`config.mk`:
```
export PLATFORM = sky130hd
export DESIGN_NAME = rounded_rect_alpha_pixel_shader_top
export DESIGN_NICKNAME = d
export VERILOG_FILES = /design/src/rtl/core/rrs_pkg.sv /design/src/rtl/core/rounded_rect_alpha_pixel_shader_top.sv
export SDC_FILE = /design/constraint.sdc
export NUM_CORES = 2
export LEC_CHECK = 0
export BUFFER_PORTS_ARGS = -buffer_cell sky130_fd_sc_hd__buf_2
export CORE_MARGIN = 1.5
export CORE_UTILIZATION = 42
export DETAILED_ROUTE_END_ITERATION = 8
export PLACE_DENSITY = 0.63
export SKIP_LAST_GASP = 1
export SLEW_MARGIN = 0
export SYNTH_ARGS = -nofsm -noshare
export SYNTH_HDL_FRONTEND = slang
export SYNTH_SLANG_ARGS = --single-unit
```
`constraint.sdc`:
```
create_clock -name clk -period 6.25 [get_ports clk]
set_input_delay 0.3125 -clock clk [delete_from_list [all_inputs] [get_ports clk]]
set_output_delay 0.3125 -clock clk [all_outputs]
set_load 0.05 [all_outputs]
```
`src/rtl/core/rrs_pkg.sv`:
```
// Shared types and constants for the rounded-rectangle pixel shader.
// No dependencies; used by the shader top level and its checker.
`timescale 1ns / 1ps

package rrs_pkg;

  // Screen geometry (16..4096 each)
  localparam int FB_COLS = 1024;
  localparam int FB_ROWS = 768;

  localparam int SCR_W   = 13;   // holds any screen dimension up to 4096
  localparam int ADDR_W  = 20;
  localparam int PROD_W  = 24;   // 11-bit row times 13-bit width

  // Configuration register indexes
  localparam int CFG_IDX_W = 4;
  localparam logic [CFG_IDX_W-1:0] CFG_DRAW_MODE     = 4'd0;
  localparam logic [CFG_IDX_W-1:0] CFG_CORNER_RADIUS = 4'd1;
  localparam logic [CFG_IDX_W-1:0] CFG_RECT_WIDTH    = 4'd2;
  localparam logic [CFG_IDX_W-1:0] CFG_RECT_HEIGHT   = 4'd3;
  localparam logic [CFG_IDX_W-1:0] CFG_ORIGIN_X      = 4'd4;
  localparam logic [CFG_IDX_W-1:0] CFG_ORIGIN_Y      = 4'd5;
  localparam logic [CFG_IDX_W-1:0] CFG_DRAW_COLOR    = 4'd6;
  localparam logic [CFG_IDX_W-1:0] CFG_BLEND_ALPHA   = 4'd7;

  localparam logic [3:0]  RADIUS_RESET = 4'd8;
  localparam logic [7:0]  ALPHA_OPAQUE = 8'hFF;
  localparam logic [7:0]  ALPHA_TOP    = 8'hFF;

  typedef struct packed {
    logic [9:0]  col_offset;
    logic [9:0]  row_offset;
    logic [31:0] background_pixel;
  } pix_t;

  typedef struct packed {
    logic              write_enable;
    logic [ADDR_W-1:0] pixel_address;
    logic [31:0]       pixel_value;
  } res_t;

endpackage

```
`src/rtl/core/rounded_rect_alpha_pixel_shader_top.sv`:
```
// Rounded-rectangle coverage test, screen clip and alpha blend, three stages.
// Depends on rrs_pkg for the item structs, screen size and register indexes.
`timescale 1ns / 1ps

// Each accepted item passes the stage 1, 2 and 3 registers before its result is on res_valid.
// Throughput: one item per clock while res_stall is low; all three stages advance
// independently, so bubbles close up behind a stalled result.
// Reset (rst, synchronous): clears the stage valid bits and loads the
// registers with their defaults (radius 8, alpha 255, all else 0).
module rounded_rect_alpha_pixel_shader_top (
  input  logic                           clk,
  input  logic                           rst,
  // pixel item channel
  input  logic                           pix_valid,
  output logic                           pix_stall,
  input  rrs_pkg::pix_t                  pix_data,
  // result channel
  output logic                           res_valid,
  input  logic                           res_stall,
  output rrs_pkg::res_t                  res_data,
  // register writes
  input  logic                           cfg_valid,
  output logic                           cfg_ready,
  input  logic [rrs_pkg::CFG_IDX_W-1:0]  cfg_index,
  input  logic [31:0]                    cfg_data
);

  // ---------------------------------------------------------------
  // Configuration registers
  // ---------------------------------------------------------------
  logic               draw_mode;
  logic [3:0]         corner_radius;
  logic [10:0]        rect_width;
  logic [10:0]        rect_height;
  logic signed [10:0] origin_x;
  logic signed [10:0] origin_y;
  logic [31:0]        draw_color;
  logic [7:0]         blend_alpha;

  assign cfg_ready = 1'b1;

  always_ff @(posedge clk) begin
    if (rst) begin
      draw_mode     <= 1'b0;
      corner_radius <= rrs_pkg::RADIUS_RESET;
      rect_width    <= '0;
      rect_height   <= '0;
      origin_x      <= '0;
      origin_y      <= '0;
      draw_color    <= '0;
      blend_alpha   <= rrs_pkg::ALPHA_OPAQUE;
    end else if (cfg_valid && cfg_ready) begin
      case (cfg_index)
        rrs_pkg::CFG_DRAW_MODE:     draw_mode     <= cfg_data[0];
        rrs_pkg::CFG_CORNER_RADIUS: corner_radius <= cfg_data[3:0];
        rrs_pkg::CFG_RECT_WIDTH:    rect_width    <= cfg_data[10:0];
        rrs_pkg::CFG_RECT_HEIGHT:   rect_height   <= cfg_data[10:0];
        rrs_pkg::CFG_ORIGIN_X:      origin_x      <= $signed(cfg_data[10:0]);
        rrs_pkg::CFG_ORIGIN_Y:      origin_y      <= $signed(cfg_data[10:0]);
        rrs_pkg::CFG_DRAW_COLOR:    draw_color    <= cfg_data;
        rrs_pkg::CFG_BLEND_ALPHA:   blend_alpha   <= cfg_data[7:0];
        default: ;  // unknown index: dropped
      endcase
    end
  end

  // ---------------------------------------------------------------
  // Stage handshake: a stage loads when it is empty or its successor
  // loads. Stall reaches the input only when every stage holds an item.
  // ---------------------------------------------------------------
  logic s1_valid, s2_valid, s3_valid;
  logic en1, en2, en3;

  assign en3       = !s3_valid || !res_stall;
  assign en2       = !s2_valid || en3;
  assign en1       = !s1_valid || en2;
  assign pix_stall = !en1;

  // ---------------------------------------------------------------
  // Stage 1 logic: effective radius, corner and edge classification,
  // screen position and clip.
  // ---------------------------------------------------------------
  logic [9:0]         col, row;
  logic [3:0]         rad;
  logic [10:0]        w_minus_r, h_minus_r;
  logic [10:0]        dx_right, dy_bottom;
  logic               in_rect, left, right, top, bottom;
  logic               on_hline, on_vline;
  logic signed [11:0] scr_x, scr_y;
  logic               on_screen;
  logic [3:0]         dx, dy;

  assign col = pix_data.col_offset;
  assign row = pix_data.row_offset;

  always_comb begin
    rad = corner_radius;
    // clamp to half width, then half height; a clamped value is below 16
    if ({7'b0, rad} > {1'b0, rect_width[10:1]})  rad = rect_width[4:1];
    if ({7'b0, rad} > {1'b0, rect_height[10:1]}) rad = rect_height[4:1];
  end

  assign w_minus_r = rect_width  - {7'b0, rad};
  assign h_minus_r = rect_height - {7'b0, rad};

  assign in_rect = ({1'b0, col} < rect_width) && ({1'b0, row} < rect_height);
  assign left    = {1'b0, col} < {7'b0, rad};
  assign right   = {1'b0, col} >= w_minus_r;
  assign top     = {1'b0, row} < {7'b0, rad};
  assign bottom  = {1'b0, row} >= h_minus_r;

  // distances from the inner corner cell; only meaningful inside a corner
  assign dx_right  = {1'b0, col} - w_minus_r;
  assign dy_bottom = {1'b0, row} - h_minus_r;
  assign dx = left ? (rad - col[3:0] - 4'd1) : dx_right[3:0];
  assign dy = top  ? (rad - row[3:0] - 4'd1) : dy_bottom[3:0];

  // straight border lines, corner squares excluded
  assign on_hline = ((row == 10'd0) || ({1'b0, row} == rect_height - 11'd1))
                    && !left && !right;
  assign on_vline = ((col == 10'd0) || ({1'b0, col} == rect_width - 11'd1))
                    && !top && !bottom;

  assign scr_x = {origin_x[10], origin_x} + $signed({2'b00, col});
  assign scr_y = {origin_y[10], origin_y} + $signed({2'b00, row});
  assign on_screen = !scr_x[11] && !scr_y[11]
                  && ({{(rrs_pkg::SCR_W-11){1'b0}}, scr_x[10:0]}
                      < rrs_pkg::SCR_W'(rrs_pkg::FB_COLS))
                  && ({{(rrs_pkg::SCR_W-11){1'b0}}, scr_y[10:0]}
                      < rrs_pkg::SCR_W'(rrs_pkg::FB_ROWS));

  logic [3:0]  s1_rad, s1_dx, s1_dy;
  logic        s1_corner, s1_edge, s1_keep;
  logic [10:0] s1_sx, s1_sy;
  logic [31:0] s1_bg;

  always_ff @(posedge clk) begin
    if (rst) begin
      s1_valid <= 1'b0;
    end else if (en1) begin
      s1_valid <= pix_valid;
    end
  end

  always_ff @(posedge clk) begin
    if (en1) begin
      s1_rad    <= rad;
      s1_dx     <= dx;
      s1_dy     <= dy;
      s1_corner <= (left || right) && (top || bottom);
      s1_edge   <= on_hline || on_vline;
      // in rectangle, on screen and not fully transparent
      s1_keep   <= in_rect && on_screen && (blend_alpha != 8'd0);
      s1_sx     <= scr_x[10:0];
      s1_sy     <= scr_y[10:0];
      s1_bg     <= pix_data.background_pixel;
    end
  end

  // ---------------------------------------------------------------
  // Stage 2: squared distances, row base address, channel products.
  // ---------------------------------------------------------------
  logic [8:0]  d2;
  logic [3:0]  rad_m1;
  logic [rrs_pkg::PROD_W-1:0] row_base;
  logic [7:0]  alpha_inv;

  assign d2        = 9'({5'b0, s1_dx} * {5'b0, s1_dx}) + 9'({5'b0, s1_dy} * {5'b0, s1_dy});
  assign rad_m1    = s1_rad - 4'd1;  // r = 0 never reaches a corner
  assign row_base  = {{(rrs_pkg::PROD_W-11){1'b0}}, s1_sy}
                   * rrs_pkg::PROD_W'(rrs_pkg::FB_COLS);
  assign alpha_inv = rrs_pkg::ALPHA_OPAQUE - blend_alpha;

  logic [8:0]  s2_d2;
  logic [7:0]  s2_rr, s2_rr_in;
  logic        s2_corner, s2_edge, s2_keep;
  logic [rrs_pkg::ADDR_W-1:0] s2_base;
  logic [10:0] s2_sx;
  logic [15:0] s2_mix [3];

  always_ff @(posedge clk) begin
    if (rst) begin
      s2_valid <= 1'b0;
    end else if (en2) begin
      s2_valid <= s1_valid;
    end
  end

  always_ff @(posedge clk) begin
    if (en2) begin
      s2_d2     <= d2;
      s2_rr     <= 8'({4'b0, s1_rad} * {4'b0, s1_rad});
      s2_rr_in  <= 8'({4'b0, rad_m1} * {4'b0, rad_m1});
      s2_corner <= s1_corner;
      s2_edge   <= s1_edge;
      s2_keep   <= s1_keep;
      s2_base   <= row_base[rrs_pkg::ADDR_W-1:0];
      s2_sx     <= s1_sx;
      // c*a + b*(255-a), at most 255*255
      for (int k = 0; k < 3; k++) begin
        s2_mix[k] <= 16'({8'b0, draw_color[8*k +: 8]} * {8'b0, blend_alpha})
                   + 16'({8'b0, s1_bg[8*k +: 8]} * {8'b0, alpha_inv});
      end
    end
  end

  // ---------------------------------------------------------------
  // Stage 3 logic: final coverage, address, divide by 255, output mux.
  // ---------------------------------------------------------------
  logic        in_disc, in_ring, covered, we;
  logic [16:0] quot [3];
  logic [31:0] blended;

  assign in_disc = {1'b0, s2_d2} <= {2'b0, s2_rr};
  assign in_ring = in_disc && ({1'b0, s2_d2} >= {2'b0, s2_rr_in});

  always_comb begin
    if (s2_corner) begin
      covered = draw_mode ? in_ring : in_disc;
    end else begin
      covered = draw_mode ? s2_edge : 1'b1;
    end
  end

  assign we = covered && s2_keep;

  // x/255 == (x + (x>>8) + 1) >> 8 for every x up to 255*255
  always_comb begin
    for (int k = 0; k < 3; k++) begin
      quot[k] = {1'b0, s2_mix[k]} + {9'b0, s2_mix[k][15:8]} + 17'd1;
    end
    blended = {rrs_pkg::ALPHA_TOP, quot[2][15:8], quot[1][15:8], quot[0][15:8]};
  end

  always_ff @(posedge clk) begin
    if (rst) begin
      s3_valid <= 1'b0;
    end else if (en3) begin
      s3_valid <= s2_valid;
    end
  end

  always_ff @(posedge clk) begin
    if (en3) begin
      res_data.write_enable <= we;
      res_data.pixel_address <= we ? (s2_base + {{(rrs_pkg::ADDR_W-11){1'b0}}, s2_sx})
                                   : '0;
      if (!we) begin
        res_data.pixel_value <= '0;
      end else if (blend_alpha == rrs_pkg::ALPHA_OPAQUE) begin
        res_data.pixel_value <= draw_color;
      end else begin
        res_data.pixel_value <= blended;
      end
    end
  end

  assign res_valid = s3_valid;

endmodule

```
# After elaboration in Yosys (flattened, before gate mapping)

Memory sizes are Yosys's and may differ from the RTL's.
Cells that the tools add are included.

$add $sub $neg: 25
Reduce and logical (&&, ||, !) cells: 44
Equal/unequal tests: 10
Magnitude comparators: 12
Mux-type cells: 10
Multiply operators: 10

Operator list:

| cell                                                          | count |
|---|---|
| multiplier 8 x 8 -> 16 bit                                    | 6 |
| adder 16 x 1 -> 16 bit (second input constant)                | 3 |
| adder 16 bit                                                  | 3 |
| adder 16 x 8 -> 16 bit                                        | 3 |
| multiplier 4 x 4 -> 8 bit                                     | 4 |
| 2-to-1 mux 32 bit                                             | 1 |
| adder 11 x 11 -> 12 bit                                       | 2 |
| == test 10 x 11 -> 1 bit                                      | 2 |
| >= comparator 10 x 11 -> 1 bit                                | 2 |
| less-than comparator 10 x 11 -> 1 bit                         | 2 |
| subtractor 11 x 1 -> 11 bit (second input constant)           | 2 |
| subtractor 11 x 4 -> 11 bit                                   | 2 |
| adder 20 x 11 -> 20 bit                                       | 1 |
| greater-than comparator 4 x 10 -> 1 bit                       | 2 |
| logical NOT 10 bit                                            | 2 |
| less-than comparator 10 x 4 -> 1 bit                          | 2 |
| == test 4 x 3 -> 1 bit (second input constant)                | 4 |
| 2-to-1 mux 4 bit                                              | 4 |
| AND reduction 2 bit                                           | 8 |
| subtractor 4 bit                                              | 4 |
| logical AND 1 bit                                             | 13 |
| subtractor 4 x 1 -> 4 bit (second input constant)             | 3 |
| logical NOT 1 bit                                             | 11 |
| less-than comparator 11 x 10 -> 1 bit (second input constant) | 1 |
| other kinds (12)                                              | 24 |

Output and inout bits: 56
Flip-flop bits (word level): 254
Memory bits (writable): 48
Memories kept: 1

Memories:

| name   | words | bits a word | read ports | clocked after Yosys merged registers in | wr ports | line                                       | source |
|---|---|---|---|---|---|---|---|
| s2_mix | 3     | 16          | 3          | 0                                       | 3        | rounded_rect_alpha_pixel_shader_top.sv:179 | `logic [15:0] s2_mix [3];` |

# Logic depth before layout (Yosys ltp)

Word-level depth: 9
Gate-level depth with buffers: 28

# Worst setup path before layout

OpenSTA, ideal clock, no wires.

Kind: reg2reg
Start: reg rect_width[4]
End: reg s1_corner, data pin
Setup time: 0.259 ns
Buffers on the path: 1
Data arrival time: 5.893 ns
Slack: 0.097 ns
Clock period less this slack: 6.153 ns
Stages on the path, launching flop included: 27
Path through: dfxtp_1 > clkbuf_1 > inv_1 > ha_1 > nor4bb_1 > o21ai_0 > a21oi_4 > mux2_4 > ha_1 > nor2b_1 > o211ai_1 > a21oi_2 > mux2i_1 > ha_1 > inv_1 > ha_1 > a31oi_1 > o31ai_1 > maj3_1 > a21oi_1 > xnor2_1 > ha_1 > a21o_1 > a2111oi_0 > o21bai_1 > a21oi_1 > nor2_1

Word-level cells in the longest chain between the ends: 8

RTL lines:

| element                                                  | line                                                                                   | source |
|---|---|---|
| start: declaration                                       | rounded_rect_alpha_pixel_shader_top.sv:33                                              | `logic [10:0] rect_width;` |
| start signal: assignment                                 | rounded_rect_alpha_pixel_shader_top.sv:56                                              | `rrs_pkg::CFG_RECT_WIDTH: rect_width <= cfg_data[10:0];` |
| greater-than comparator 4 x 10 -> 1 bit                  | rounded_rect_alpha_pixel_shader_top.sv:99                                              | `if ({7'b0, rad} > {1'b0, rect_width[10:1]}) rad = rect_width[4:1];` |
| 2-to-1 mux 4 bit *                                       | rounded_rect_alpha_pixel_shader_top.sv:99                                              |  |
| greater-than comparator 4 x 10 -> 1 bit                  | rounded_rect_alpha_pixel_shader_top.sv:100                                             | `if ({7'b0, rad} > {1'b0, rect_height[10:1]}) rad = rect_height[4:1];` |
| 2-to-1 mux 4 bit *                                       | rounded_rect_alpha_pixel_shader_top.sv:100                                             |  |
| net rad[0]                                               | rounded_rect_alpha_pixel_shader_top.sv:84                                              | `logic [3:0] rad;` |
| subtractor 11 x 4 -> 11 bit, on equally long branches    | rounded_rect_alpha_pixel_shader_top.sv:103, rounded_rect_alpha_pixel_shader_top.sv:104 |  |
| >= comparator 10 x 11 -> 1 bit, on equally long branches | rounded_rect_alpha_pixel_shader_top.sv:108, rounded_rect_alpha_pixel_shader_top.sv:110 |  |
| logical OR 1 bit                                         | rounded_rect_alpha_pixel_shader_top.sv:150                                             | `s1_corner <= (left \|\| right) && (top \|\| bottom);` |
| logical AND 1 bit *                                      | rounded_rect_alpha_pixel_shader_top.sv:150                                             |  |
| end signal: assignment                                   | rounded_rect_alpha_pixel_shader_top.sv:150                                             |  |
| end: declaration                                         | rounded_rect_alpha_pixel_shader_top.sv:133                                             | `logic s1_corner, s1_edge, s1_keep;` |

The timed path passes the listed nets; every way through them passes the cells marked *.
A chain may end at the register's enable or synchronous reset.

# Worst setup path in the final report

Start: reg rect_width[7]
End: reg s1_corner, data pin

Word-level cells in the longest chain between the ends: 8

RTL lines:

| element                                                  | line |
|---|---|
| greater-than comparator 4 x 10 -> 1 bit                  | rounded_rect_alpha_pixel_shader_top.sv:99 |
| 2-to-1 mux 4 bit                                         | rounded_rect_alpha_pixel_shader_top.sv:99 |
| greater-than comparator 4 x 10 -> 1 bit                  | rounded_rect_alpha_pixel_shader_top.sv:100 |
| 2-to-1 mux 4 bit                                         | rounded_rect_alpha_pixel_shader_top.sv:100 |
| subtractor 11 x 4 -> 11 bit, on equally long branches    | rounded_rect_alpha_pixel_shader_top.sv:103, rounded_rect_alpha_pixel_shader_top.sv:104 |
| >= comparator 10 x 11 -> 1 bit, on equally long branches | rounded_rect_alpha_pixel_shader_top.sv:108, rounded_rect_alpha_pixel_shader_top.sv:110 |
| logical OR 1 bit                                         | rounded_rect_alpha_pixel_shader_top.sv:150 |
| logical AND 1 bit *                                      | rounded_rect_alpha_pixel_shader_top.sv:150 |

Every way passes the cells marked *; elsewhere a longest branch is shown, timed or not.

==> summary.md <==
| Metric | Value |
|---|---|
| Status | finished clean |
| Routed via count | 20,000 |
| Fin crit period | 5880 ps |
| Critical path type | reg -> reg |
| Initial DRT Pass Iterations | 5 |
| Setup ws final | 371 ps |
| Hold crit path type | in -> reg |
| Clock slew at reported path FFs | 60 ps |
| Top Ports | 149 |
| Die width | 265 µm |
| Site row count | 95 |
| Largest net degree at the start of global routing | 75 |
| Crit path from | rect_width[7] |
| Complex-gate fraction of the synthesized area | 0.0734 |
| Netlist Area Pre-Place | 28,900 µm² |
| XOR/XNOR Fraction of Synth Area | 0.0489 |
| Dpl hpwl | 52,400 µm |
| Initial Util | 0.427 |
| Max clock buf depth | 3 |
| 1st-iter DRT viols | 1,020 |
| Top cells by area, synth | edfxtp_1, fa_1, ha_1, dfxtp_1, inv_1 |
| Post-synth top area share | 0.216 |
| DR vias/cell | 5.02 |
| Synthesis-to-layout area growth | 13.3% |
| CTS root buf | clkbuf_16 |
| RSZ-0062 raised after global routing | true |
| EDFF count, synth | 208 |
| Mapped Cells | 2,890 |
| Antenna violations before repair | 2 |
| Crit start category | flip-flop |
| Flops & latches, synth | 300 |
| Area leader, netlist | edfxtp_1 |
| Ys flop type | edfxtp_1 |
| Synthesized-area fraction occupied by adder cells | 0.361 |
| Final Cycle Share | 0.941 |
| Final GP Congestion | 0.847 |
| Final Slew Violations | 0 |
| YS warnings | 0 |
| Die area | 70,300 µm² |
| Commonest cells after routing, fill and taps aside | inv_1, ha_1, fa_1, nand2_1, edfxtp_1 |
| Die span in y | 265 µm |
| Asr flop ratio synth | 0 |
| Final Non-Filler Cells | 3,974 |
| Vias in the first global route | 20,600 |
| H-tree depth | 2 |
| Endpoints failing setup | 0 |
| Post-synthesis sequential area ratio | 0.280 |
| Commonest non-fill, non-tap cell in the layout | inv_1 |
| Final hold viol count | 0 |
| Combinational family with the most area after synthesis | adder cells |
| Final core occ | 0.484 |
| Reg2reg start | rect_width[7] |
| WP data arrival | 6210 ps |
| First-pass GRT wire length | 112,000 µm |
| Average cell area after synthesis | 9.99 µm² |
| Synth Area in Simple Gates | 0.149 |
| Post-DR wirelength/cell | 17.3 µm |
| Pwr Total | 6.51 mW |
| CP Capture Type | flip-flop |
| # port buffers | 139 |
| Worst-skew pair later-pin latency | 580 ps |
| Placed cells | 3,858 |
| Fmax achieved | 0.170 GHz |
| CTS tree | built |
| Lkg Pwr | 15.2 nW |
| Yosys cell types | 68 |
| Worst-case reg-to-reg path depth | 23 |
| Peak supply drop | 182 µV |
| CTS sink count | 300 |
| CP max FO | 7 |
| Final WL | 68,800 µm |
| Post-route ant nets | 0 |
| Pwr dens | 199 nW/µm² |
| Pre-CTS WS | 219 ps |
| Setup TNS | 0 ps |
| Worst EP required | 6580 ps |
| Gr usage total | 0.203 |
| CTS Buf Count | 39 |
| Residual DRC | 0 |
| Min-delay src | cfg_data[31] |
| Hold Crit Depth | 3 |
| Least-Margin Pin Slew | 1230 ps |
| Final Net Count | 3,807 |
| Share of layout cells above drive strength 1 | 0.0997 |
| Core ar. | 67,600 µm² |
| Final Skew | 31.4 ps |
| Max-slew headroom | 0.179 |
| Mux contribution to synthesized area | 0.0133 |
| Max cap viols | 0 |
| Grt total ovfl | 0 |
[final timing paths]
check	slack (ps)	endpoint
max	370	s1_corner
max reg2reg	370	s1_corner
min reg2reg	410	s2_base[17]
min	30	draw_color[31]
[metrics by stage]
step / instance area, µm² / hold slack [ps]
floorplan: 28900 / 400
global placement: 30900 / 401
detailed placement: 30900 / 405
CTS: 32700 / 3.27
global route: 32700 / 30.1
finish: 32700 / 30.8
[routing by layer]
metal	vias to the layer above	wire, µm	global-route usage
li1	9697	-	-
met2	354	32400	0.338
met4	2	1300	0.0476
met5	-	7	0
met1	9834	32600	0.285
met3	77	2490	0.0200
[cell type report]
class,count,area [µm²]
diodes,1,2.50
clock buffers,48,1070
clock inverters,23,284
fillers,6294,34900
inverters,455,1710
multi-input cells,2024,18700
flip-flops and latches,300,8100
well taps,873,1090
repair buffers,250,1730
[where the power goes]
group,switching [mW],internal [mW]
clock,0.947,1.40
combinational,0.945,0.735
sequential,0.132,2.35
[Yosys cell counts (6+ instances only)]
master / n
buf_1: 27
nor3_1: 24
clkbuf_1: 82
inv_1: 455
nor2b_1: 156
nand3_1: 35
nand2_1: 251
a211o_1: 9
o41ai_1: 6
nor2_1: 144
edfxtp_1: 208
mux2i_1: 29
ha_1: 337
o21a_1: 20
a211oi_1: 41
xnor2_1: 120
o21bai_1: 14
nand4_1: 10
a21oi_1: 119
nand2b_1: 70
xor2_1: 41
dfxtp_1: 92
o21ai_0: 36
and2_1: 126
and3_1: 7
fa_1: 307
a21o_1: 31
[state kept, by name (all words and copies together) (netlist names), 24 cells and up]
| name | cells |
|---|---|
| res_data | 53 |
| s2_mix | 48 |
| s1_bg | 24 |
| draw_color | 32 |
[critical path: stages (launching register included)]
cell,delay [ps]
dfxtp_1,390
or4_1,620
a41o_1,260
a21oi_4,200
mux2_4,360
ha_1,300
nor2b_1,120
o211ai_1,100
a21oi_2,180
buf_4,190
mux2i_4,240
xnor2_1,90
ha_1,200
a31oi_1,140
o31ai_1,140
maj3_1,430
a21oi_2,210
xnor2_1,140
ha_1,260
a21o_1,190
a2111oi_1,400
o21bai_1,140
a21oi_1,250
nor2_1,70
[logic make-up (layout without fill, tap and decap cells)]
group,count (synthesis),after routing
and+or+nand+nor,851,851
adders and majority gates,648,648
buffers and inverters,568,776
AOI/OAI and AO/OA,324,324
DFF,300,300
xor gates and xnor gates,161,161
muxes,36,36
other,2,5
[repair_timing]
action,in CTS,in global routing
endpoints found under the hold margin,44,0
setup buffers,0,0
resized for setup,0,11
endpoints found under the setup margin,0,6
hold buffers,44,0
Power figures use the tool's default switching activity.
